[config.mk]
export PLATFORM = sky130hd
export DESIGN_NAME = flv_tag_deframer
export DESIGN_NICKNAME = d
export VERILOG_FILES = /design/src/rtl/flvd_pkg.sv /design/src/rtl/flvd_parse.sv /design/src/rtl/flvd_outq.sv /design/src/rtl/flv_tag_deframer.sv
export SDC_FILE = /design/constraint.sdc
export NUM_CORES = 1
export LEC_CHECK = 0
export BUFFER_PORTS_ARGS = -buffer_cell sky130_fd_sc_hd__buf_2
export CORE_MARGIN = 10
export CORE_UTILIZATION = 38
export CTS_BUF_LIST = sky130_fd_sc_hd__clkbuf_2
export DETAILED_ROUTE_END_ITERATION = 10
export GPL_ROUTABILITY_DRIVEN = 0
export SETUP_SLACK_MARGIN = 0.4
export SYNTH_ARGS = -nofsm -noshare
export SYNTH_HDL_FRONTEND = slang
export SYNTH_HIERARCHICAL = 1
export SYNTH_SLANG_ARGS = --single-unit
[constraint.sdc]
create_clock -name i_clk -period 7.55 [get_ports i_clk]
set_clock_uncertainty 0.05 [all_clocks]
set_input_delay 0 -clock i_clk [delete_from_list [all_inputs] [get_ports i_clk]]
set_output_delay 0 -clock i_clk [all_outputs]
set_load 0.1 [all_outputs]
[src/rtl/flvd_pkg.sv]
// ----------------------------------------------------------------------------
// flvd_pkg
// Types and constants shared by the FLV tag deframer modules.
// ----------------------------------------------------------------------------
`timescale 1ns / 1ps

package flvd_pkg;

    localparam logic [3:0]  FILE_HDR_BYTES  = 4'd13;
    localparam logic [3:0]  TAG_HDR_LAST    = 4'd10;   // index of the final tag header byte
    localparam logic [3:0]  TRAILER_LAST    = 4'd3;    // index of the final trailer byte
    localparam logic [31:0] TAG_HDR_SIZE    = 32'd11;
    localparam logic [23:0] MAX_LEN_DEFAULT = 24'd10485760;

    localparam logic [1:0] KIND_BODY     = 2'd0;
    localparam logic [1:0] KIND_DONE     = 2'd1;
    localparam logic [1:0] KIND_LEN_ERR  = 2'd2;
    localparam logic [1:0] KIND_TYPE_ERR = 2'd3;

    localparam logic [7:0] TYPE_AUDIO  = 8'd8;
    localparam logic [7:0] TYPE_VIDEO  = 8'd9;
    localparam logic [7:0] TYPE_SCRIPT = 8'd18;

    typedef enum logic [2:0] {
        PH_FILE    = 3'd0,
        PH_TAGHDR  = 3'd1,
        PH_BODY    = 3'd2,
        PH_TRAILER = 3'd3,
        PH_HALT    = 3'd4
    } t_phase;

    typedef struct packed {
        logic [1:0]  kind;
        logic [7:0]  body_byte;
        logic [7:0]  tag_type;
        logic [31:0] timestamp;
        logic [23:0] tag_length;
        logic        first_of_body;
        logic        last_of_body;
        logic        size_mismatch;
    } t_result;

endpackage

[src/rtl/flvd_parse.sv]
// ----------------------------------------------------------------------------
// flvd_parse
// Stream state machine: walks file header, tag header, body and trailer,
// one byte per advance, and produces at most one result per byte.
// ----------------------------------------------------------------------------
`timescale 1ns / 1ps

module flvd_parse (
    input  logic              i_clk,
    input  logic              i_rst_n,
    input  logic [23:0]       i_max_len,
    input  logic              i_adv,
    input  logic [7:0]        i_byte,
    output logic              o_push,
    output flvd_pkg::t_result o_res
);
    import flvd_pkg::*;

    t_phase      r_phase,  n_phase;
    logic [3:0]  r_hdr_left, n_hdr_left;
    logic [3:0]  r_fidx,   n_fidx;
    logic [23:0] r_bcnt,   n_bcnt;
    logic [7:0]  r_type,   n_type;
    logic [31:0] r_time,   n_time;
    logic [23:0] r_len,    n_len;
    logic [31:0] r_trail,  n_trail;

    logic [3:0]  hdr_dec;
    logic [24:0] bcnt_inc;
    logic        known;
    logic        mismatch;

    always_comb begin
        n_phase    = r_phase;
        n_hdr_left = r_hdr_left;
        n_fidx     = r_fidx;
        n_bcnt     = r_bcnt;
        n_type     = r_type;
        n_time     = r_time;
        n_len      = r_len;
        n_trail    = r_trail;
        o_push     = 1'b0;
        o_res      = '0;

        hdr_dec  = (r_hdr_left != 4'd0) ? r_hdr_left - 4'd1 : 4'd0;
        bcnt_inc = {1'b0, r_bcnt} + 25'd1;
        n_trail  = r_trail;
        known    = (r_type == TYPE_AUDIO) || (r_type == TYPE_VIDEO)
                   || (r_type == TYPE_SCRIPT);
        mismatch = ({r_trail[23:0], i_byte} != ({8'd0, r_len} + TAG_HDR_SIZE));

        if (i_adv) begin
            unique case (r_phase)
                PH_FILE: begin
                    n_hdr_left = hdr_dec;
                    if (hdr_dec == 4'd0) begin
                        n_phase = PH_TAGHDR;
                        n_fidx  = 4'd0;
                    end
                end
                PH_TAGHDR: begin
                    case (r_fidx)
                        4'd0: begin
                            n_type = i_byte;
                            n_len  = '0;
                            n_time = '0;
                        end
                        4'd1:    n_len[23:16]  = i_byte;
                        4'd2:    n_len[15:8]   = i_byte;
                        4'd3:    n_len[7:0]    = i_byte;
                        4'd4:    n_time[23:16] = i_byte;
                        4'd5:    n_time[15:8]  = i_byte;
                        4'd6:    n_time[7:0]   = i_byte;
                        4'd7:    n_time[31:24] = i_byte;
                        default: ;   // stream id, ignored
                    endcase
                    n_fidx = r_fidx + 4'd1;
                    if (r_fidx >= TAG_HDR_LAST) begin
                        n_fidx  = 4'd0;
                        n_bcnt  = '0;
                        n_trail = '0;
                        if (n_len > i_max_len) begin
                            n_phase          = PH_HALT;
                            o_push           = 1'b1;
                            o_res.kind       = KIND_LEN_ERR;
                            o_res.tag_type   = n_type;
                            o_res.timestamp  = n_time;
                            o_res.tag_length = n_len;
                        end else begin
                            n_phase = (n_len == 24'd0) ? PH_TRAILER : PH_BODY;
                        end
                    end
                end
                PH_BODY: begin
                    n_bcnt              = bcnt_inc[23:0];
                    o_push              = 1'b1;
                    o_res.kind          = KIND_BODY;
                    o_res.body_byte     = i_byte;
                    o_res.tag_type      = r_type;
                    o_res.timestamp     = r_time;
                    o_res.tag_length    = r_len;
                    o_res.first_of_body = (r_bcnt == 24'd0);
                    o_res.last_of_body  = (bcnt_inc >= {1'b0, r_len});
                    if (bcnt_inc >= {1'b0, r_len}) begin
                        n_phase = PH_TRAILER;
                        n_fidx  = 4'd0;
                        n_trail = '0;
                    end
                end
                PH_TRAILER: begin
                    n_trail = {r_trail[23:0], i_byte};
                    n_fidx  = r_fidx + 4'd1;
                    if (r_fidx >= TRAILER_LAST) begin
                        n_fidx              = 4'd0;
                        n_phase             = known ? PH_TAGHDR : PH_HALT;
                        o_push              = 1'b1;
                        o_res.kind          = known ? KIND_DONE : KIND_TYPE_ERR;
                        o_res.tag_type      = r_type;
                        o_res.timestamp     = r_time;
                        o_res.tag_length    = r_len;
                        o_res.size_mismatch = mismatch;
                    end
                end
                default: ;   // halted: bytes are dropped
            endcase
        end
    end

    always_ff @(posedge i_clk) begin
        if (!i_rst_n) begin
            r_phase    <= PH_FILE;
            r_hdr_left <= FILE_HDR_BYTES;
            r_fidx     <= '0;
            r_bcnt     <= '0;
            r_type     <= '0;
            r_time     <= '0;
            r_len      <= '0;
            r_trail    <= '0;
        end else begin
            r_phase    <= n_phase;
            r_hdr_left <= n_hdr_left;
            r_fidx     <= n_fidx;
            r_bcnt     <= n_bcnt;
            r_type     <= n_type;
            r_time     <= n_time;
            r_len      <= n_len;
            r_trail    <= n_trail;
        end
    end

endmodule

[src/rtl/flvd_outq.sv]
// ----------------------------------------------------------------------------
// flvd_outq
// Output register plus skid entry: holds up to two results so the parser
// keeps going while the downstream side stalls.
// ----------------------------------------------------------------------------
`timescale 1ns / 1ps

module flvd_outq (
    input  logic              i_clk,
    input  logic              i_rst_n,
    input  logic              i_push,
    input  flvd_pkg::t_result i_res,
    input  logic              i_stall,
    output logic              o_valid,
    output flvd_pkg::t_result o_res,
    output logic              o_full
);
    import flvd_pkg::*;

    logic    r_out_valid, n_out_valid;
    logic    r_skid_valid, n_skid_valid;
    t_result r_out, n_out;
    t_result r_skid, n_skid;
    logic    take;

    assign take = r_out_valid && !i_stall;

    // push never arrives while the skid entry is occupied
    always_comb begin
        n_out_valid  = r_out_valid;
        n_skid_valid = r_skid_valid;
        n_out        = r_out;
        n_skid       = r_skid;
        if (take) begin
            if (r_skid_valid) begin
                n_out        = r_skid;
                n_skid_valid = 1'b0;
            end else if (i_push) begin
                n_out = i_res;
            end else begin
                n_out_valid = 1'b0;
            end
        end else if (i_push) begin
            if (!r_out_valid) begin
                n_out       = i_res;
                n_out_valid = 1'b1;
            end else begin
                n_skid       = i_res;
                n_skid_valid = 1'b1;
            end
        end
    end

    always_ff @(posedge i_clk) begin
        if (!i_rst_n) begin
            r_out_valid  <= 1'b0;
            r_skid_valid <= 1'b0;
        end else begin
            r_out_valid  <= n_out_valid;
            r_skid_valid <= n_skid_valid;
        end
        r_out  <= n_out;
        r_skid <= n_skid;
    end

    assign o_valid = r_out_valid;
    assign o_res   = r_out;
    assign o_full  = r_skid_valid;

endmodule

[src/rtl/flv_tag_deframer.sv]
// ----------------------------------------------------------------------------
// flv_tag_deframer
// Byte-serial FLV deframer: tag header capture, body pass-through, trailer check.
// ----------------------------------------------------------------------------
// Takes one stream byte per clock while o_stall is low. A byte lands in an
// input register, the parser updates its state from it once the output queue
// has room, and any result goes on to the output queue.
// Results queue in the output register and one skid entry; o_stall rises only
// when both are full and a byte is still waiting in the input register, so a
// stalled consumer slows the stream only once two results are pending.
// After a length or type error all bytes are dropped until reset. The
// length limit is written through i_cfg_we/i_cfg_data; the user must do so
// only while the stream is idle, as the block itself does not enforce it.
`timescale 1ns / 1ps

module flv_tag_deframer (
    input  logic        i_clk,
    input  logic        i_rst_n,
    input  logic        i_cfg_we,
    input  logic [23:0] i_cfg_data,
    input  logic        i_valid,
    output logic        o_stall,
    input  logic [7:0]  i_stream_byte,
    output logic        o_valid,
    input  logic        i_stall,
    output logic [1:0]  o_kind,
    output logic [7:0]  o_body_byte,
    output logic [7:0]  o_tag_type,
    output logic [31:0] o_timestamp,
    output logic [23:0] o_tag_length,
    output logic        o_first_of_body,
    output logic        o_last_of_body,
    output logic        o_size_mismatch
);
    import flvd_pkg::*;

    logic [23:0] r_max_len;
    logic        r_in_valid;
    logic [7:0]  r_in_byte;
    logic        adv;
    logic        accept;
    logic        push;
    logic        q_full;
    t_result     res;
    t_result     out_res;

    always_ff @(posedge i_clk) begin
        if (!i_rst_n) begin
            r_max_len <= MAX_LEN_DEFAULT;
        end else if (i_cfg_we) begin
            r_max_len <= i_cfg_data;
        end
    end

    assign o_stall = r_in_valid && q_full;
    assign accept  = i_valid && !o_stall;
    assign adv     = r_in_valid && !q_full;

    always_ff @(posedge i_clk) begin
        if (!i_rst_n) begin
            r_in_valid <= 1'b0;
        end else if (accept) begin
            r_in_valid <= 1'b1;
        end else if (adv) begin
            r_in_valid <= 1'b0;
        end
        if (accept) begin
            r_in_byte <= i_stream_byte;
        end
    end

    flvd_parse u_parse (
        .i_clk     (i_clk),
        .i_rst_n   (i_rst_n),
        .i_max_len (r_max_len),
        .i_adv     (adv),
        .i_byte    (r_in_byte),
        .o_push    (push),
        .o_res     (res)
    );

    flvd_outq u_outq (
        .i_clk   (i_clk),
        .i_rst_n (i_rst_n),
        .i_push  (push),
        .i_res   (res),
        .i_stall (i_stall),
        .o_valid (o_valid),
        .o_res   (out_res),
        .o_full  (q_full)
    );

    assign o_kind          = out_res.kind;
    assign o_body_byte     = out_res.body_byte;
    assign o_tag_type      = out_res.tag_type;
    assign o_timestamp     = out_res.timestamp;
    assign o_tag_length    = out_res.tag_length;
    assign o_first_of_body = out_res.first_of_body;
    assign o_last_of_body  = out_res.last_of_body;
    assign o_size_mismatch = out_res.size_mismatch;

endmodule

After elaboration in Yosys (flattened, before gate mapping) --
Cells that the tools add are included. W data, S select, Z words.
Word-level totals: bits in registers 312, input bits 37, output and inout bits 79, logic and storage cells 155
Operators by class: add/sub/neg operators 4, $lt $le $gt $ge 4, eq/ne operators 21, mux-type cells 63, bitwise operators 2, reductions and logical operators 32
Operators by type and width (number):
- $mux W77 | 6
- $mux W64 | 3
- $pmux W64 S3 | 1
- $pmux W8 S2 | 7
- $mux W24 | 3
- $pmux W24 S3 | 1
- $mux W8 | 8
- $logic_not A24 Y1 | 2
- $pmux W24 S2 | 1
- $ne A32 B25 Y1 | 1
- $add A24 B1 Y25 const B | 1
- $add A24 B4 Y25 const B | 1
- $ge A25 B24 Y1 | 1
- $gt A24 B24 Y1 | 1
- $mux W4 | 5
- $mux W3 | 6
- $eq A4 B3 Y1 const B | 4
- $eq A8 B4 Y1 const B | 2
- $pmux W4 S4 | 1
- $mux W1 | 13
- $pmux W3 S4 | 1
- $reduce_and A3 Y1 | 4
- $mux W2 | 5
- $eq A4 B2 Y1 const B | 2
- other kinds (25) | 46

Longest topological paths before layout --
Gate-level depths: netlist of run 1.
word-level depth 12, mapped depth 19, mapped depth without buffers 14

Modules after synthesis --
Netlist of run 1, hierarchy kept.
Modules (own cells, without submodules):
- flvd_parse | times used 1, cells an instance 1087, area each 8501.9 sq um, seq. area each 2462.4 sq um
- flvd_outq | times used 1, cells an instance 250, area each 5770.5 sq um, seq. area each 4664.5 sq um
- flv_tag_deframer | times used 1, cells an instance 90, area each 1212.4 sq um, seq. area each 740.7 sq um

Worst setup path before layout of run 1 --
OpenSTA, ideal clock, no wires.
path type register to register, from register u_parse.r_fidx[0], to register u_outq.r_out, in the netlist u_outq/o_res[0] (enable), library setup time 0.537 ns, data arrival time 6.979 ns, required time 6.963 ns, setup slack -0.016 ns, stages on the path, launching flop included 16, buffers on the path 3, clock period less this slack 7.566 ns, path through dfxtp_1 > inv_1 > ha_1 > and2_1 > clkbuf_1 > a22o_1 > ha_1 > and4_1 > nor4bb_1 > a21boi_0 > o21a_1 > clkbuf_1 > o21ba_2 > clkbuf_1 > a21oi_1 > a21oi_1
Between the ends: longest elaborated chain between the ends 11, elaborated cells on any way between the ends 24, classes of those cells order compare: 3; eq/ne: 3; mux: 14; reduce/logical: 4
RTL lines:
- start: declaration | line flvd_parse.sv:21 | logic [3:0] r_fidx, n_fidx;
- start signal: assignment | line flvd_parse.sv:142 | r_fidx <= n_fidx;
- $eq A4 B2 Y1 (tied with other cells) | line flvd_parse.sv:62 | case (r_fidx)
- $pmux W8 S2 | line flvd_parse.sv:62
- $mux W8 | line flvd_parse.sv:53 | unique case (r_phase)
- $mux W8 | line flvd_parse.sv:52 | if (i_adv) begin
- $gt A24 B24 Y1 | line flvd_parse.sv:82 | if (n_len > i_max_len) begin
- $mux W1 | line flvd_parse.sv:82
- $mux W1 | line flvd_parse.sv:78 | if (r_fidx >= TAG_HDR_LAST) begin
- $pmux W1 S3 (*) | line flvd_parse.sv:53
- $mux W1 (*) | line flvd_parse.sv:52
- net push | line flv_tag_deframer.sv:42 | logic push;
- $reduce_bool A2 Y1 (no source line)
- $reduce_and A3 Y1 (no source line) (*)
- end signal: assignment | line flvd_outq.sv:62 | r_out <= n_out;
- end: declaration | line flvd_outq.sv:22 | t_result r_out, n_out;
Mark *: on every way through the listed nets, which the timed path passes. The rest lies on a longest branch. The select of a mux whose other input is x is not followed. A chain may end at the register's enable or synchronous reset.

Worst setup path in the final report of run 1 --
from register u_parse.r_fidx[0], to register u_outq/r_skid[74] (netlist bit) (enable)
Between the ends: longest elaborated chain between the ends 10, elaborated cells on any way between the ends 22, classes of those cells order compare: 3; eq/ne: 3; mux: 14; reduce/logical: 2
RTL lines:
- $eq A4 B2 Y1 (tied with other cells) | line flvd_parse.sv:62
- $pmux W8 S2 | line flvd_parse.sv:62
- $mux W8 | line flvd_parse.sv:53
- $mux W8 | line flvd_parse.sv:52
- $gt A24 B24 Y1 | line flvd_parse.sv:82
- $mux W1 | line flvd_parse.sv:82
- $mux W1 | line flvd_parse.sv:78
- $pmux W1 S3 (*) | line flvd_parse.sv:53
- $mux W1 (*) | line flvd_parse.sv:52
- net push | line flv_tag_deframer.sv:42
- $reduce_and A3 Y1 (no source line) (*)
- end signal: assignment | line flvd_outq.sv:63 | r_skid <= n_skid;
- end: declaration | line flvd_outq.sv:23 | t_result r_skid, n_skid;
Marks and branches as above.

==> impl_metrics.json, run 1 <==
{
  "hold_ws_ns": 0.122,
  "r2r_slack_ns": 2.18,
  "post_drt_wl_per_cell_microns": 18.9,
  "p_total_mw": 3.10,
  "vias": 12100,
  "cts_max_level": 3,
  "synth_area_leader_cell": "edfxtp_1",
  "antenna_found_initial": 2,
  "whs_path_depth": 3,
  "tns_ns": 0,
  "cp-end-kind": "flip-flop",
  "drc": 0,
  "clock-sinks": 312,
  "fin_cells": 2253,
  "start_util_pct": 38.7,
  "grt_pass1_wl_microns": 67400,
  "rsz0062_at_grt": "false",
  "synth_area_sq_mm": 0.0155,
  "portBuffers": 115,
  "relSlewSlack_pct": 24.5,
  "min_from": "i_rst_n",
  "power_density_mw_per_mm2": 169,
  "setup_viol": 0,
  "p_sw_share_pct": 25.3,
  "grt_max_degree": 78,
  "post_cts_buffers": 0,
  "cts_tree": "built",
  "power.leakage_nw": 7.31,
  "die_w_microns": 222,
  "cts_buffer_depth": 3,
  "syn_to_final_growth_pct": 18.5,
  "place_area_sq_mm": 0.0164,
  "final_net_count": 1752,
  "combPwrFrac_pct": 4.2,
  "ios": 116,
  "dpl.cell_count": 1982,
  "finalHoldViolCount": 0,
  "ctsRootBufferMaster": "clkbuf_2",
  "mappedNetlistNets": 1519,
  "whs_endpoint": "u_parse/r_hdr_left[3]",
  "yosysWarnings": 6,
  "first_pass_iters": 5,
  "die-height_microns": 222,
  "clk_pin_slew_worst_paths_ns": 0.10,
  "grt_overflow": 0,
  "detail_route.vias_per_cell": 5.37,
  "fin_crit_sh_pct": 71.1,
  "dieArea_sq_mm": 0.0492,
  "timing.final.crit_period_ns": 5.37,
  "clock_latency_ns": 0.97,
  "drt-total-wl_microns": 42500,
  "synth_flop_cell": "edfxtp_1",
  "core-area_sq_mm": 0.0400,
  "synth_top_cell_area_share_pct": 31.4,
  "worst_slew_pin_slew_ns": 1.13,
  "worstPathArrival_ns": 5.95,
  "drtAntennaViolNets": 0,
  "p_int_mw": 2.31,
  "required_ns": 8.13,
  "first_iter_violations": 959,
  "syn_area_per_cell_sq_um": 10.9,
  "timing.rr.start": "u_parse/r_fidx[0]",
  "startpoint_type": "flip-flop",
  "r2r.worst_path.cells": 12,
  "grt_pass1_vias": 12000,
  "synth_edf_count": 162,
  "timing.rr.end": "u_outq/r_skid[74]",
  "ys_types": 75,
  "status": "finished, final reports clean",
  "fp-row-count": 73,
  "clockPowerShare_pct": 37.8,
  "fin_area_sq_mm": 0.0184,
  "place.detailed.hpwl_microns": 28700,
  "irDropWorstVdd_uv": 89.4,
  "post_cts_resized": 0,
  "grtUsageTotal_pct": 16.8,
  "max_freq_mhz": 186,
  "synth_async_sr_flop_share_pct": 0,
  "slew_violations": 0,
  "switching_power_mw": 0.784,
  "drv_cap": 0,
  "crit_type": "reg2reg",
  "min_path_type": "in2reg",
  "synth_cells": 1427,
  "synth_seq_cells": 312,
  "cts_buffers": 82,
  "p_seq_share_pct": 58.0,
  "ys_top_cells_by_area": "edfxtp_1 (31%), dfxtp_1 (19%), ha_1 (4.4%), mux2i_1 (3.9%), a22oi_1 (3.5%)",
  "worstPathMaxFanout": 54,
  "ys_seq_area_share_pct": 50.8,
  "layout-drive-gt1-share_pct": 20.7
}
power groups by stage:
stage	combinational [mW]	clock, mW	sequential, mW
after floorplan	0.0542	0	1.82
after global placement	0.0718	0	1.83
after detailed placement	0.0723	0	1.83
after CTS	0.124	1.22	1.80
after global routing	0.141	1.31	1.80
final	0.129	1.17	1.80
placed cells by master, fill, tap and decap left out, types with 23 or more instances in the layout:
cell             n
dfxtp_1        150
edfxtp_1       162
and2_1          58
nor2_1         135
buf_2          115
mux2i_1         60
a22o_1          23
nand4_1         38
nand2_1         38
ha_1            55
xnor2_1         34
mux2_4          30
clkbuf_2       119
nand3_1         24
nor2b_1         31
dlygate4sd3_1  119
a21oi_1         63
o21ai_0         55
inv_1           55
a22oi_1         73
mux2_2          48
registers in the layout, summed over array words and instances (netlist names):
name and cells:
u_outq/o_res 77, u_outq/r_skid 77, u_parse/r_time 32, r_max_len 24, u_parse/r_bcnt 24, u_parse/r_len 24, u_parse/r_trail 24, r_in_byte 8
u_parse/r_type 8, u_parse/r_fidx 4, u_parse/r_hdr_left 4, u_parse/r_phase 3, r_in_valid 1, u_outq/o_full 1, u_outq/o_valid 1
metal layers:
metal	track usage (%)	share of wire, %	vias up
li1	-	-	5763
met1	21.7	45	5858
met2	26.9	47	384
met3	4.05	6.0	84
met4	5.77	2.3	0
met5	0	0	-
cell type report:
class	instances	area (sq um)
Inverter	56	210
Clock buffer	119	596
Sequential cell	312	7870
Fill cell	3766	21700
Antenna cell	3	7.51
Multi-Input combinational cell	960	6990
Tap cell	525	657
Clock inverter	30	155
Timing Repair Buffer	248	1870
worst max-delay path: stages, from the launching register on:
cell and delay (ns):
dfxtp_1 0.42, inv_1 0.09, ha_1 0.30, o21ai_1 0.60, a22o_1 0.33, ha_1 0.19, and4_1 0.23, nor4bb_1 0.51
a21boi_0 0.32, o21a_1 0.20, o21ba_2 0.59, and3_4 0.83, buf_4 0.33
cell families after synthesis:
group	count (synthesis)	share of synthesized area (%)
DFF	312	50.8
adders and majority gates	55	4.44
xor gates and xnor gates	52	2.94
muxes	138	10.3
AOI/OAI and AO/OA	287	12.4
buffers and inverters	155	4.36
and+or+nand+nor	428	14.8
worst max path at each step:
stage                            startpoint                end  slack [ns]
after global routing      u_parse/r_fidx[0]  u_outq/r_skid[24]        1.80
after CTS                 u_parse/r_fidx[0]  u_outq/r_skid[24]        2.21
after floorplan           u_parse/r_fidx[0]    u_outq/o_res[0]        1.70
after detailed placement  u_parse/r_fidx[1]  u_outq/r_skid[19]        2.28
after global placement    u_parse/r_fidx[0]  u_outq/r_skid[21]        2.45
final                     u_parse/r_fidx[0]  u_outq/r_skid[74]        2.18
per-stage QoR:
| stage | utilization [%] | worst slack (ns) |
|---|---|---|
| finish | 45.9 | 2.18 |
| global route | 45.9 | 1.80 |
| CTS | 45.9 | 2.21 |
| detailed placement | 41.0 | 2.28 |
| global placement | 41.0 | 2.45 |
| floorplan | - | 1.70 |
timing repair:
action,in CTS,in global routing
setup endpoints to repair,0,0
hold buffers,119,0
hold endpoints to repair,219,0
synth_stat cells (all sizes together) (3+ instances only):
cell type / n
a2111oi: 4
nand4: 39
a22o: 23
a21boi: 3
edfxtp: 162
dfxtp: 150
o21a: 8
nor4b: 4
nor4: 17
xnor2: 34
o41ai: 3
o211ai: 6
a21oi: 64
or4: 3
or3: 10
a211oi: 5
xor2: 18
nand2b: 8
and3: 19
mux2: 78
a21o: 4
nand3: 24
nor2: 137
nor3: 21
nand2: 38
a22oi: 73
o2111ai: 4
o31a: 3
buf: 22
nor2b: 31
inv: 56
nor3b: 4
o21ai: 63
ha: 55
clkbuf: 77
and4: 6
and2: 59
mux2i: 60
o31ai: 4
(Power assumes the default switching activity.)
==> run 2, diff against run 1 <==
Clock period 7.55 ns to 4.48 ns, I/O delays scaled along.
==> run 2 against run 1 <==
Sequential power grew 67%; core utilization rose by 1.7 points; critical path type unchanged; fmax grew 37%; register-to-register slack worse by 1.6 ns.
==> impl_metrics.json, run 2 (same netlist as run 1, synthesis figures left out) <==
{
  "worstPathMaxFanout": 6,
  "worst_slew_pin_slew_ns": 1.03,
  "drtAntennaViolNets": 0,
  "core-area_sq_mm": 0.0400,
  "cts_buffers": 84,
  "first_pass_iters": 5,
  "vias": 12200,
  "start_util_pct": 38.7,
  "cts_buffer_depth": 3,
  "power.leakage_nw": 7.12,
  "detail_route.vias_per_cell": 5.29,
  "layout_commonest_cell": "edfxtp_1",
  "startpoint_type": "flip-flop",
  "grt_max_degree": 62,
  "tns_ns": 0,
  "cts_max_level": 3,
  "relSlewSlack_pct": 31.3,
  "worstPathArrival_ns": 4.70,
  "r2r_slack_ns": 0.55,
  "rsz0062_at_grt": "false",
  "fin_cells": 2307,
  "final_cell_mix": "edfxtp_1 (162), dfxtp_1 (143), nor2_1 (136), clkbuf_2 (122), dlygate4sd3_1 (120)",
  "required_ns": 5.25,
  "ios": 116,
  "cp-end-kind": "flip-flop",
  "irDropWorstVdd_uv": 163,
  "dieArea_sq_mm": 0.0492,
  "grtUsageTotal_pct": 16.7,
  "setup_viol": 0,
  "power_density_mw_per_mm2": 283,
  "whs_path_depth": 5,
  "r2r.worst_path.cells": 14,
  "post_drt_wl_per_cell_microns": 18.5,
  "status": "finished, final reports clean",
  "grt_overflow": 0,
  "die-height_microns": 222,
  "grt_pass1_vias": 12200,
  "fin_crit_sh_pct": 87.7,
  "slew_violations": 0,
  "clk_pin_slew_worst_paths_ns": 0.12,
  "slowest_delay_ns": 0.43,
  "max_freq_mhz": 254,
  "final_net_count": 1804,
  "ff_latch_area_sq_mm": 0.00788,
  "critPathMostFrequentCell": "nand3_1",
  "syn_to_final_growth_pct": 23.0,
  "drc": 0,
  "portBuffers": 115,
  "timing.final.crit_period_ns": 3.93,
  "path_cells": "and3_1 -> and3_2 -> or3b_4 -> nor2_4 -> and3_4 -> nand3_1 -> xnor2_1 -> ha_1 -> nand3_1 -> a2111oi_1 -> buf_4 -> o31a_1 -> o21ai_0 -> o311a_1",
  "place.detailed.hpwl_microns": 29100,
  "ctsRootBufferMaster": "clkbuf_2",
  "antenna_found_initial": 1,
  "drt-total-wl_microns": 42700,
  "crit_slowest_cell": "or3b_4",
  "drv_cap": 0,
  "crit_type": "reg2reg",
  "first_iter_violations": 825,
  "fill_cells": 3757,
  "min_path_type": "in2reg",
  "finalHoldViolCount": 0,
  "die_w_microns": 222,
  "clock-sinks": 312,
  "clock_latency_ns": 0.98,
  "cts_tree": "built",
  "fp-row-count": 73,
  "layout-drive-gt1-share_pct": 24.9,
  "multi_input_area_sq_mm": 0.00713,
  "grt_pass1_wl_microns": 67200,
  "dpl.cell_count": 2025
}
## run 2: cell types whose count changed in the layout (fill, tap and decap cells not counted), moves of 4 or more
cell	before	now
dfxtp_1	150	143
buf_12	0	6
clkinv_2	2	7
dfxtp_2	0	5
ha_1	55	51
buf_4	14	55
## run 2: final timing paths
path,start,endpoint
min,i_stall,u_outq/o_res[28]
min reg2reg,u_parse/r_trail[23],u_parse/r_trail[23]
max,u_parse/r_bcnt[5],u_parse/r_phase[0]
max reg2reg,u_parse/r_bcnt[5],u_parse/r_phase[0]
## run 2: routing by layer
layer  GRT usage [%]  wire (microns)  vias up
li1                -               -     5864
met2            27.5           20500      384
met3            2.94            2260       83
met1            21.4           18800     5875
met5               0               0        -
met4            6.65            1180        0
## run 2: critical path: cells and delay by family, from the launching register on
kind                       cells  cell delay, ns
buffers and inverters          1            0.21
and+or+nand+nor                7            1.49
AOI/OAI and AO/OA              4            1.12
DFF                            1            0.42
adders and majority gates      1            0.34
xor gates and xnor gates       1            0.15
## run 2: what timing repair did
action | CTS | global route
pin swaps | 0 | 2
endpoints found under the hold margin | 227 | 0
resized for setup | 4 | 19
hold buffers | 120 | 0
setup buffers | 2 | 3
endpoints found under the setup margin | 50 | 190
gates cloned | 0 | 1
## run 2: stage by stage
step           power [mW]  util (%)  setup slack [ns]  hold WS [ns]  cell area (sq um)
3_3_place_gp         3.22      42.2             0.387         0.140              16900
6_report             5.39      47.6             0.551         0.198              19000
4_1_cts              5.45      47.3             0.405         0.104              18900
3_5_place_dp         3.22      42.2             0.303         0.139              16900
2_1_floorplan        3.16         -            0.0289        0.0489              15600
5_1_grt              5.63      47.6             0.411         0.156              19000
## run 2: area by class of cell
type                       count  area share (%)
timing repair buffer         297            12.2
antenna                        1          0.0131
multi-input combinational    961            37.5
clock inverter                33            1.18
tap                          525            3.45
clock buffer                 122            3.21
inverter                      56            1.12
sequential                   312            41.4
## run 2: power breakdown
group	switching [mW]	internal, mW	leakage, nW
logic	0.104	0.134	4.10
clock network	1.23	0.915	0.613
registers	0.0231	2.99	2.41
==> run 3, diff against run 2 <==
Settings changed: CORE_MARGIN 10 to not set.
Clock period 4.48 ns to 4.25 ns, I/O delays scaled along.
==> run 3 against run 2 <==
Die area down 16%; total power up 3.9%; core utilization up 1.5 points; fmax up 2.5%; via count up 4.5%; largest cell class unchanged; largest power group unchanged.
==> impl_metrics.json, run 3 (same netlist as run 1, synthesis figures left out) <==
{
  "grt_max_degree": 50,
  "die-height_microns": 204,
  "ios": 116,
  "dpl.cell_count": 2042,
  "p_seq_share_pct": 56.6,
  "cp-startpoint": "u_parse/r_bcnt[0]",
  "place.detailed.hpwl_microns": 28400,
  "slew_violations": 0,
  "start_util_pct": 38.7,
  "setup_viol": 0,
  "ctsRootBufferMaster": "clkbuf_2",
  "grt_pass1_wl_microns": 68100,
  "relSlewSlack_pct": 25.6,
  "fin_cells": 2337,
  "final_net_count": 1838,
  "drc": 0,
  "combPwrFrac_pct": 4.9,
  "portBuffers": 115,
  "power.leakage_nw": 7.33,
  "min_from": "i_stall",
  "grt_overflow": 0,
  "final_cell_mix": "edfxtp_1 (162), dfxtp_1 (140), nor2_1 (136), clkbuf_2 (130), dlygate4sd3_1 (120)",
  "dieArea_sq_mm": 0.0416,
  "core-area_sq_mm": 0.0400,
  "post_drt_wl_per_cell_microns": 19.3,
  "required_ns": 5.05,
  "power_density_mw_per_mm2": 285,
  "p_int_mw": 4.17,
  "clock-sinks": 312,
  "p_sw_share_pct": 25.6,
  "first_iter_violations": 850,
  "layout_commonest_cell": "edfxtp_1",
  "clockPowerShare_pct": 38.5,
  "drt-total-wl_microns": 45200,
  "cts_tree": "built",
  "fill_cells": 3647,
  "cp-end-kind": "flip-flop",
  "first_pass_iters": 5,
  "cts_buffer_depth": 3,
  "crit_type": "reg2reg",
  "syn_to_final_growth_pct": 26.7,
  "clk_pin_slew_worst_paths_ns": 0.11,
  "cts_buffers": 83,
  "hold_ws_ns": 0.0717,
  "die_w_microns": 204,
  "finalHoldViolCount": 0,
  "p_total_mw": 5.60,
  "grt_pass1_vias": 12500,
  "worst_slew_pin_slew_ns": 1.11,
  "startpoint_type": "flip-flop",
  "switching_power_mw": 1.43,
  "drv_cap": 0,
  "vias": 12800,
  "layout-drive-gt1-share_pct": 28.8,
  "cts_max_level": 3,
  "worstPathArrival_ns": 4.63,
  "min_path_type": "in2reg",
  "fin_crit_sh_pct": 90.2,
  "drtAntennaViolNets": 0,
  "status": "finished, final reports clean",
  "clock_latency_ns": 1.00,
  "detail_route.vias_per_cell": 5.46,
  "timing.final.crit_period_ns": 3.83,
  "max_freq_mhz": 261,
  "rsz0062_at_grt": "true",
  "antenna_found_initial": 2,
  "irDropWorstVdd_uv": 266,
  "fp-row-count": 73,
  "grtUsageTotal_pct": 21.3,
  "worstPathMaxFanout": 6,
  "timing.rr.start": "u_parse/r_bcnt[0]"
}
run 3: cell types whose count changed in the layout (fill, tap and decap cells not counted), sizes merged:
cell,previous run,this run
a21oi,64,65
and3,19,20
buf,177,209
bufinv,3,1
clkbuf,122,132
clkinv,27,13
diode,1,2
inv,57,59
o21ba,3,2
run 3: routing by layer:
| metal | track usage, % | share of wire (%) |
|---|---|---|
| met1 | 26.5 | 43 |
| met3 | 5.48 | 6.5 |
| met5 | 0 | 0 |
| met2 | 34.8 | 48 |
| met4 | 9.00 | 3.3 |
run 3: final cells by class:
class	instances	area [sq um]	area share (%)
Antenna cell	2	5.00	0.0255
Clock buffer	130	651	3.32
Inverter	56	213	1.08
Tap cell	525	657	3.35
Timing Repair Buffer	331	2610	13.3
Multi-Input combinational cell	962	7480	38.1
Sequential cell	312	7900	40.2
Clock inverter	19	120	0.612
run 3: power groups by stage:
| stage | Sequential [mW] | Combinational, mW | Clock [mW] |
|---|---|---|---|
| finish | 3.17 | 0.274 | 2.16 |
| global route | 3.17 | 0.291 | 2.38 |
| CTS | 3.17 | 0.256 | 2.22 |
| detailed placement | 3.24 | 0.160 | 0 |
| global placement | 3.24 | 0.159 | 0 |
| floorplan | 3.23 | 0.0990 | 0 |
run 3: final timing paths:
kind / to / slack [ns] / cells after the start
worst max-delay path: u_parse/r_trail[3] / 0.42 / 15
worst min-delay path: u_outq/o_valid / 0.07 / 4
worst max register to register: u_parse/r_trail[3] / 0.42 / 15
worst min register to register: u_parse/r_trail[19] / 0.43 / 2
run 3: critical path: stages (launching register included):
cell	delay [ns]
dfxtp_4	0.40
and3_4	0.22
and3_4	0.21
or3b_4	0.42
nor2_4	0.17
and3_4	0.23
buf_6	0.12
xor2_2	0.22
ha_4	0.26
nand3_4	0.09
o221ai_1	0.12
a31o_2	0.28
or4_4	0.51
clkbuf_16	0.20
nand4_1	0.10
a21oi_1	0.10
run 3: per-stage QoR:
step / util, % / setup TNS (ns) / worst slack, ns / area, sq um
3_3_place_gp: 42.4 / 0 / 0.257 / 17000
2_1_floorplan: - / -15.48 / -0.201 / 15600
3_5_place_dp: 42.4 / 0 / 0.170 / 17000
6_report: 49.1 / 0 / 0.415 / 19600
4_1_cts: 47.7 / 0 / 0.416 / 19100
5_1_grt: 49.0 / 0 / 0.254 / 19600
run 3: repair_timing:
action	4_1_cts	5_1_grt
buffers inserted	6	11
gates cloned	2	5
hold buffers	120	0
endpoints found under the setup margin	207	245
resized for setup	16	89
pin swaps	2	38
hold endpoints to repair	205	0
